===== src/rtl/mskf_pkg.sv =====
// Shared types, constants and codes for the motor state Kalman filter.
// Used by the divider, datapath, controller and top level; no dependencies.
package mskf_pkg;

  localparam int STATE_COUNT = 4;
  localparam int FRAC_BITS   = 16;
  localparam int COEF_FRAC   = 14;
  localparam int MAT_SIZE    = STATE_COUNT * STATE_COUNT;

  // Divider works on |P| shifted up by the fraction bits
  localparam int DIV_W     = 32 + FRAC_BITS;
  localparam int DIV_CNT_W = $clog2(DIV_W);

  localparam logic signed [31:0] ONE     = 32'sd1 <<< FRAC_BITS;
  localparam logic signed [31:0] NEG_ONE = -ONE;

  // Covariance diagonal after reset: 100.0, saturated to 32 bits
  localparam logic signed [63:0] P_DIAG_WIDE = 64'sd100 <<< FRAC_BITS;
  localparam logic signed [31:0] P_DIAG =
    (P_DIAG_WIDE > 64'sd2147483647) ? 32'sh7fff_ffff : P_DIAG_WIDE[31:0];

  // Register reset values
  localparam logic [63:0] ROW0_RST = 64'h0000_0000_0000_4000;
  localparam logic [63:0] ROW1_RST = 64'h0000_0000_4000_0000;
  localparam logic [63:0] ROW2_RST = 64'h0000_4000_0000_0000;
  localparam logic [63:0] ROW3_RST = 64'h4000_0000_0000_0000;
  localparam logic [30:0] R_RST    = 31'd65536;

  // Register indexes
  localparam logic [2:0] REG_ROW0 = 3'd0;
  localparam logic [2:0] REG_ROW1 = 3'd1;
  localparam logic [2:0] REG_ROW2 = 3'd2;
  localparam logic [2:0] REG_ROW3 = 3'd3;
  localparam logic [2:0] REG_BCOL = 3'd4;
  localparam logic [2:0] REG_QN   = 3'd5;
  localparam logic [2:0] REG_RN   = 3'd6;

  // Item commands
  localparam logic [1:0] CMD_PRED_UPD = 2'd0;
  localparam logic [1:0] CMD_PRED     = 2'd1;
  localparam logic [1:0] CMD_UPD      = 2'd2;
  localparam logic [1:0] CMD_RESET    = 2'd3;

  // Multiplier operand pairs
  localparam logic [3:0] TK_AX  = 4'd0;   // A[i][n] * X[n]
  localparam logic [3:0] TK_BU  = 4'd1;   // B[i] * u
  localparam logic [3:0] TK_AP  = 4'd2;   // A[i][n] * P[n][j]
  localparam logic [3:0] TK_TA  = 4'd3;   // T[i][n] * A[j][n]
  localparam logic [3:0] TK_P00 = 4'd4;   // P[0][0] * 1
  localparam logic [3:0] TK_R1  = 4'd5;   // R * 1
  localparam logic [3:0] TK_Z   = 4'd6;   // z * 1
  localparam logic [3:0] TK_X0N = 4'd7;   // X[0] * -1
  localparam logic [3:0] TK_KE  = 4'd8;   // K[i] * e
  localparam logic [3:0] TK_XI  = 4'd9;   // X[i] * 1
  localparam logic [3:0] TK_KN  = 4'd10;  // K[i] * -1
  localparam logic [3:0] TK_ONE = 4'd11;  // 1 * 1
  localparam logic [3:0] TK_MP  = 4'd12;  // M[i][n] * P[n][j]
  localparam logic [3:0] TK_KK  = 4'd13;  // K[i] * K[j]
  localparam logic [3:0] TK_PR  = 4'd14;  // P[i][j] * R
  localparam logic [3:0] TK_TM  = 4'd15;  // T[i][n] * M[j][n]

  // Accumulator destinations
  localparam logic [3:0] D_NX = 4'd0;   // predicted state, round by coef bits
  localparam logic [3:0] D_T  = 4'd1;   // temp matrix, round by coef bits for A*P terms only
  localparam logic [3:0] D_PQ = 4'd2;   // covariance plus Q, round by coef bits
  localparam logic [3:0] D_S  = 4'd3;   // innovation variance
  localparam logic [3:0] D_E  = 4'd4;   // innovation
  localparam logic [3:0] D_X  = 4'd5;   // corrected state
  localparam logic [3:0] D_MC = 4'd6;   // first column of I-KC
  localparam logic [3:0] D_P  = 4'd7;   // covariance, plain
  localparam logic [3:0] D_PP = 4'd8;   // covariance plus old entry

  typedef struct packed {
    logic            mac_valid;
    logic [3:0]      kind;
    logic [1:0]      i;
    logic [1:0]      j;
    logic [1:0]      n;
    logic            first;
    logic            last;
    logic [3:0]      dest;
    logic            ld_in;
    logic            cpy;
    logic            clr;
    logic            div_start;
    logic            set_skip;
    logic            ld_out;
  } dp_cmd_t;

  typedef struct packed {
    logic       busy;
    logic       div_done;
    logic       s_nonpos;
    logic [1:0] cmd;
  } dp_stat_t;

  typedef struct packed {
    logic [3:0][63:0] a_rows;
    logic [63:0]      b_col;
    logic [30:0]      q_noise;
    logic [30:0]      r_noise;
  } cfg_t;

endpackage


===== src/rtl/mskf_ctrl.sv =====
// Controller: sequences predict and update phases through the datapath
// and runs both stream handshakes. Depends on mskf_pkg.
module mskf_ctrl import mskf_pkg::*; (
  input  logic     clk,
  input  logic     rst,
  input  logic     s_tvalid,
  output logic     s_tready,
  output logic     m_tvalid,
  input  logic     m_tready,
  input  dp_stat_t stat,
  output dp_cmd_t  cmd
);

  localparam logic [4:0] ST_IDLE  = 5'd0;
  localparam logic [4:0] ST_DISP  = 5'd1;
  localparam logic [4:0] ST_CLR   = 5'd2;
  localparam logic [4:0] ST_PX    = 5'd3;
  localparam logic [4:0] ST_CPY   = 5'd4;
  localparam logic [4:0] ST_AP    = 5'd5;
  localparam logic [4:0] ST_TA    = 5'd6;
  localparam logic [4:0] ST_SE    = 5'd7;
  localparam logic [4:0] ST_CHK   = 5'd8;
  localparam logic [4:0] ST_DIV   = 5'd9;
  localparam logic [4:0] ST_DIVW  = 5'd10;
  localparam logic [4:0] ST_XU    = 5'd11;
  localparam logic [4:0] ST_MC    = 5'd12;
  localparam logic [4:0] ST_MP    = 5'd13;
  localparam logic [4:0] ST_KK    = 5'd14;
  localparam logic [4:0] ST_PR    = 5'd15;
  localparam logic [4:0] ST_TM    = 5'd16;
  localparam logic [4:0] ST_DRAIN = 5'd17;
  localparam logic [4:0] ST_DONE  = 5'd18;

  logic [4:0] state, ret, after;
  logic [1:0] ci, cj, imax;
  logic [2:0] ct, nterm;
  logic       use_j, issue, loop_end;

  // Decode the current state into datapath commands
  always_comb begin
    cmd      = '0;
    s_tready = 1'b0;
    nterm    = 3'd1;
    use_j    = 1'b0;
    imax     = 2'd3;
    issue    = 1'b0;
    after    = ST_DONE;
    unique case (state)
      ST_IDLE: begin
        s_tready   = 1'b1;
        cmd.ld_in  = s_tvalid;
      end
      ST_CLR: cmd.clr = 1'b1;
      ST_CPY: cmd.cpy = 1'b1;
      ST_CHK: cmd.set_skip = stat.s_nonpos;
      ST_DIV: cmd.div_start = 1'b1;
      ST_DONE: cmd.ld_out = !m_tvalid || m_tready;
      ST_PX: begin
        issue = 1'b1; nterm = 3'd5; after = ST_CPY;
        cmd.kind = (ct == 3'd4) ? TK_BU : TK_AX;
        cmd.dest = D_NX;
      end
      ST_AP: begin
        issue = 1'b1; nterm = 3'd4; use_j = 1'b1; after = ST_TA;
        cmd.kind = TK_AP; cmd.dest = D_T;
      end
      ST_TA: begin
        issue = 1'b1; nterm = 3'd4; use_j = 1'b1;
        after = (stat.cmd == CMD_PRED_UPD) ? ST_SE : ST_DONE;
        cmd.kind = TK_TA; cmd.dest = D_PQ;
      end
      ST_SE: begin
        issue = 1'b1; nterm = 3'd2; imax = 2'd1; after = ST_CHK;
        if (ci == 2'd0) begin
          cmd.kind = (ct == 3'd0) ? TK_P00 : TK_R1;
          cmd.dest = D_S;
        end else begin
          cmd.kind = (ct == 3'd0) ? TK_Z : TK_X0N;
          cmd.dest = D_E;
        end
      end
      ST_XU: begin
        issue = 1'b1; nterm = 3'd2; after = ST_MC;
        cmd.kind = (ct == 3'd0) ? TK_KE : TK_XI;
        cmd.dest = D_X;
      end
      ST_MC: begin
        issue = 1'b1; nterm = (ci == 2'd0) ? 3'd2 : 3'd1; after = ST_MP;
        cmd.kind = (ct == 3'd0) ? TK_KN : TK_ONE;
        cmd.dest = D_MC;
      end
      ST_MP: begin
        issue = 1'b1; nterm = 3'd4; use_j = 1'b1; after = ST_KK;
        cmd.kind = TK_MP; cmd.dest = D_T;
      end
      ST_KK: begin
        issue = 1'b1; use_j = 1'b1; after = ST_PR;
        cmd.kind = TK_KK; cmd.dest = D_P;
      end
      ST_PR: begin
        issue = 1'b1; use_j = 1'b1; after = ST_TM;
        cmd.kind = TK_PR; cmd.dest = D_P;
      end
      ST_TM: begin
        issue = 1'b1; nterm = 3'd4; use_j = 1'b1; after = ST_DONE;
        cmd.kind = TK_TM; cmd.dest = D_PP;
      end
      default: ;
    endcase
    cmd.mac_valid = issue;
    cmd.i         = ci;
    cmd.j         = cj;
    cmd.n         = ct[1:0];
    cmd.first     = (ct == 3'd0);
    cmd.last      = (ct == 3'(nterm - 3'd1));
    loop_end      = cmd.last && (ci == imax) && (!use_j || cj == 2'd3);
  end

  // Advance state and loop counters
  always_ff @(posedge clk) begin
    if (rst) begin
      state    <= ST_IDLE;
      ci       <= '0;
      cj       <= '0;
      ct       <= '0;
      m_tvalid <= 1'b0;
    end else begin
      if (cmd.ld_out) m_tvalid <= 1'b1;
      else if (m_tready) m_tvalid <= 1'b0;

      if (issue) begin
        if (!cmd.last) begin
          ct <= ct + 3'd1;
        end else begin
          ct <= '0;
          if (loop_end) begin
            ci    <= '0;
            cj    <= '0;
            ret   <= after;
            state <= ST_DRAIN;
          end else if (use_j) begin
            cj <= cj + 2'd1;
            if (cj == 2'd3) ci <= ci + 2'd1;
          end else begin
            ci <= ci + 2'd1;
          end
        end
      end else begin
        priority case (state)
          ST_IDLE:  if (s_tvalid) state <= ST_DISP;
          ST_DISP: begin
            if (stat.cmd == CMD_RESET) state <= ST_CLR;
            else if (stat.cmd == CMD_UPD) state <= ST_SE;
            else state <= ST_PX;
          end
          ST_CLR:   state <= ST_DONE;
          ST_CPY:   state <= ST_AP;
          ST_CHK:   state <= stat.s_nonpos ? ST_DONE : ST_DIV;
          ST_DIV:   state <= ST_DIVW;
          ST_DIVW: begin
            if (stat.div_done) begin
              if (ci == 2'd3) begin
                ci    <= '0;
                state <= ST_XU;
              end else begin
                ci    <= ci + 2'd1;
                state <= ST_DIV;
              end
            end
          end
          ST_DRAIN: if (!stat.busy) state <= ret;
          ST_DONE:  if (cmd.ld_out) state <= ST_IDLE;
          default:  state <= ST_IDLE;
        endcase
      end
    end
  end

endmodule


===== config.mk =====
export PLATFORM = sky130hd
export DESIGN_NAME = mskf_ctrl
export DESIGN_NICKNAME = d
export VERILOG_FILES = /design/src/rtl/mskf_pkg.sv /design/src/rtl/mskf_ctrl.sv
export SDC_FILE = /design/constraint.sdc
export NUM_CORES = 1
export LEC_CHECK = 0
export ABC_CLOCK_PERIOD_IN_PS = 3000
export BUFFER_PORTS_ARGS = -buffer_cell sky130_fd_sc_hd__buf_2
export CAP_MARGIN = 20
export CORE_MARGIN = 10
export CORE_UTILIZATION = 52
export CTS_BUF_LIST = sky130_fd_sc_hd__clkbuf_2
export CTS_CLUSTER_SIZE = 12
export DETAILED_ROUTE_END_ITERATION = 10
export PLACE_DENSITY = 0.79
export SETUP_SLACK_MARGIN = 0.1
export SLEW_MARGIN = 40
export SYNTH_ARGS = -nofsm -noshare
export SYNTH_HDL_FRONTEND = slang
export SYNTH_SLANG_ARGS = --single-unit
export TNS_END_PERCENT = 50

===== constraint.sdc =====
create_clock -name clk -period 3 [get_ports clk]
set_input_delay 0.6 -clock clk [delete_from_list [all_inputs] [get_ports clk]]
set_output_delay 0.6 -clock clk [all_outputs]
set_load 0.02 [all_outputs]

Yosys cells after proc, flatten, opt, wreduce, memory -nomap -nowiden
Cells that the tools add are included.
Word-level totals
  word-level logic and storage cells: 115
  latch bits: 0
  flip-flop bits (word level): 18
  output and inout port bits: 25
  memory bits (read-only): 0
  memories: 0
  bits in writable memories: 0
  bits of input ports: 9
Operators by class
  shifts and indexed selects: 0
  reduce and logical (&&, ||, !) cells: 24
  add/sub/neg operators: 4
  multiplexer cells: 48
  bitwise gates (word level): 1
  multiply operators: 0
  magnitude comparators: 0
  equality and inequality tests: 32
  divide/modulo/power cells: 0
Operators with widths (count)
  5-bit one-hot mux with 9 select lines: 2
  5-bit two-way mux: 9
  5-bit by 4-bit equality test with 1-bit output, second input constant: 8
  4-bit one-hot mux with 10 select lines: 1
  2-bit two-way mux: 14
  4-bit one-hot mux with 7 select lines: 1
  5-bit by 3-bit equality test with 1-bit output, second input constant: 4
  1-bit two-way mux: 16
  5-bit equality test, second input constant: 3
  3-bit two-way mux: 4
  3-bit != test, second input constant: 4
  3-bit one-hot mux with 4 select lines: 1
  5-bit by 2-bit equality test with 1-bit output, second input constant: 2
  10-bit OR reduction: 1
  2-bit equality test, second input constant: 4
  4-bit AND reduction: 2
  2-bit nonzero test: 4
  6-bit AND reduction: 1
  2-bit OR reduction: 3
  6-bit OR reduction: 1
  5-bit by 1-bit equality test with 1-bit output, second input constant: 1
  5-bit zero test: 1
  2-bit by 1-bit adder with 2-bit output, second input constant: 2
  2-bit zero test: 2
  15 further kinds: 18

Depth between registers and ports, before layout
  word-level depth: 10
  depth in mapped cells: 13
  depth with buffers taken out: 12

Worst setup path after synthesis
No wires, ideal clock.
  path kind: flip-flop to output port
  from: register ci[0]
  to: output port cmd[10] (netlist bit)
  cell stages (with the launch flop): 11
  path buffers: 0
  arrival time: 2454 ps
  required time: 2400 ps
  setup slack: -54 ps
  cell sequence: dfxtp_1 inv_1 ha_1 and3b_1 o21ai_2 o221a_4 inv_1 ha_1 xor2_1 nand3_1 nor2_1
RTL lines
  from (decl): RTL line mskf_ctrl.sv:35  | logic [1:0] ci, cj, imax;
  from (signal assigned): RTL line mskf_ctrl.sv:143  | if (cj == 2'd3) ci <= ci + 2'd1;
  from (signal assigned): RTL line mskf_ctrl.sv:145  | ci <= ci + 2'd1;
  from (signal assigned): RTL line mskf_ctrl.sv:166  | ci <= ci + 2'd1;
  to (decl): RTL line mskf_ctrl.sv:11  | output dp_cmd_t cmd

==> flow_summary_export.csv <==
group,metric,value,unit
global_route,grt_use_met2,26.81,%
job,drv_cap,0,
synth,avgSynthCellArea,7.991,um^2
critical_path,startpoint_type,"register",
synth,dominantRegCellSynth,"dfxtp_1",
critical_path,r2r_end,"ret[3]",
cells_and_area,most-common-layout-cells,"buf_2 (32), buf_4 (20), a21oi_1 (16), nor2_1 (15), nand2_1 (12)",
floorplan,dieHeight,78.80,um
cts,root_buffer,"clkbuf_2",
synth,ys_types,63,
pwr,pwr-share-comb,75.8,%
timing,slew_headroom,59.47,%
global_route,grt_pass1_vias,1755,
floorplan,die_area,6209,um^2
critical_path,cp_max_fo,2,
pwr,leakagePower,0.9269,nW
place,port_buffers,33,
place,place_congestion,0.8511,
cts,cts.sinks,18,
critical_path,crit_required,2.40,ns
timing,slew_viol_final,0,
critical_path,cp_slowest_cell,"dfxtp_2",
timing,max_freq,0.3341,GHz
floorplan,start_util,53.88,%
synth,synthCells,225,
drt,ant_nets,0,
pwr,switchingPower,1.034,mW
cells_and_area,drive_gt1_share,35.47,%
global_route,grt_pass1_wl,8438,um
critical_path,r2r-start,"ci[1]",
synth,synth-edff-count,5,
timing,finalWorstSetupSlack,0.006551,ns
synth,seq_area_frac_synth,22.83,%
cts,hold_buffers,0,
cells_and_area,antennaDiodeCount,0,
cts,clk_latency,0.33,ns
floorplan,fp-row-count,21,
pwr,seqPwrFrac,18.4,%
critical_path,crit_family,"simple AND/OR/NAND/NOR gates",
drt,drt_pass1_iterations,7,
drt,totalWireLength,5195,um
worst_hold_path,hp-class,"register to register",
global_route,grt_max_degree,29,
global_route,grt_use_total,16.23,%
cells_and_area,layout.nets,281,
cts,numCtsBuffers,3,
outcome,status,"finished clean",
timing,worstMarginPinSlew,0.6033,ns
pwr,cellInternalPower,1.003,mW
pwr,swShare,50.77,%
floorplan,io_pins,34,
timing,period_share,99.78,%
global_route,grt_overflow,0,
critical_path,reg2reg_depth,12,
cells_and_area,mostFrequentLayoutCell,"buf_2",
timing,setup-violations-final,0,
cells_and_area,design_area,2191,um^2
global_route,gr-max-usage-layer,"met2",
critical_path,critPathArrivalTime,2.39,ns
critical_path,path_cells,"inv_2 -> ha_4 -> and3b_1 -> o21ai_2 -> o221a_4 -> inv_2 -> ha_4 -> xnor2_2 -> or3_4 -> nand3_4 -> nor2_2 -> buf_6",
drt,viasPerCell,6.080,
floorplan,die_x,78.80,um
place,hpwlAfterDp,3726,um
place,dpl_worst_slack,0.1345,ns
synth,synthesis.area,1798,um^2
timing,clock_skew,0.01682,ns
worst_hold_path,worstHoldStart,"cj[1]",
synth,synth_nets,240,
timing,hold_viol_final,0,
cts,clkTransAtPathRegs,0.21,ns
cts,cts_buffer_depth,2,
worst_hold_path,hold_end,"cj[1]",
synth,async_flop_share,0,%
pwr,finalPower,2.037,mW
timing,min_period,2.993,ns
drt,via_count,1891,
floorplan,coreArea,3337,um^2
critical_path,critPathKind,"register to output pin",
synth,ys_ff_latch,18,
critical_path,endpoint_kind,"output pin",
place,placed_area,2029,um^2
pwr,p_clk_share,5.7,%
synth,yosysWarnings,0,
critical_path,path_buf_inv,3,
global_route,grt_util_met3,3.829,%
drt,routedWlPerCell,16.70,um
drt,drc_errors,0,
critical_path,r2r_setup_slack,0.26,ns
pwr,p_per_area,929.6,nW/um^2
pwr,ir_worst_vdd,0.0006128,V
worst_hold_path,whs_path_depth,2,
global_route,antenna_found_initial,0,
global_route,use_met1,20.57,%
cts,htreeDepth,1,
drt,drt_iter0_drc,260,
cells_and_area,syn2layout_area_growth,21.85,%
cts,cts_tree,"built",
critical_path,slowest_delay,0.38,ns
timing,rsz0062_at_grt,"yes",
stage by stage:
step	instances	hold slack [ns]	utilization [%]	setup TNS [ns]
finish	311	0.5059	65.65	0
global route	311	0.5420	65.65	-0.1202
CTS	308	0.5142	64.49	0
detailed placement	298	0.4835	60.82	0
global placement	298	0.4794	60.82	0
floorplan	225	0.4846	-	0
cell families after synthesis:
family | share of synthesized area, %
buf+inv | 8.768
compound gates | 26.65
mux | 2.296
flops | 22.83
fa+ha+maj | 4.175
simple gates | 31.32
xor+xnor | 3.967
worst reg2reg max path, delay by kind of cell (launching register included):
family          cells  cell delay [ns]
compound gates      3             0.57
flops               1             0.38
xor+xnor            1             0.13
simple gates        4             0.99
buf+inv             2             0.09
fa+ha+maj           2             0.30
worst max-delay path by stage:
stage,start,endpoint,slack [ns],cells past startpoint
6_report,ci[1],cmd[10],0.007,12
5_1_grt,ci[1],cmd[10],-0.12,12
4_1_cts,ci[0],cmd[10],0.02,12
3_5_place_dp,ci[0],cmd[10],0.13,12
3_3_place_gp,ci[0],cmd[10],0.19,12
2_1_floorplan,ci[0],cmd[10],0.12,11
power groups by stage:
stage / logic [mW] / clock network, mW / registers (mW)
floorplan: 1.02 / 0 / 0.351
global placement: 1.33 / 0 / 0.367
detailed placement: 1.33 / 0 / 0.371
CTS: 1.46 / 0.116 / 0.369
global route: 1.68 / 0.125 / 0.381
finish: 1.54 / 0.117 / 0.375
synth_stat cells (7+ instances only):
library cell / number / area share (%)
a21oi_1: 16 / 4.5
nor2b_1: 7 / 2.4
nand2_1: 12 / 2.5
dfxtp_1: 13 / 14
o21ai_0: 10 / 2.8
nor2_1: 18 / 3.8
clkbuf_1: 9 / 1.9
nand2b_1: 10 / 3.5
nand3_1: 7 / 1.9
nor3_1: 9 / 2.5
metal layers:
layer  up-vias  wire (um)
met4         0         60
met5         -          0
met3        10        351
li1        913          -
met1       893       2179
met2        75       2604
registers in the layout, indices dropped and copies added, names as in the netlist:
name and count:
ret 5, state 5, ct 3, ci 2
cj 2, m_tvalid 1
final cells by class:
class	instances	area (um^2)
fill	302	1146
inverter	9	36.28
tap	46	57.56
timing repair buffer	55	361.6
clock buffer	3	15.01
sequential	18	421.7
clock inverter	1	3.754
multi-input combinational	179	1295
what timing repair did:
action,4_1_cts,5_1_grt
pin swaps,6,4
resized for setup,18,3
buffers inserted,6,3
endpoints found under the setup margin,1,1
(Power assumes the default switching activity.)
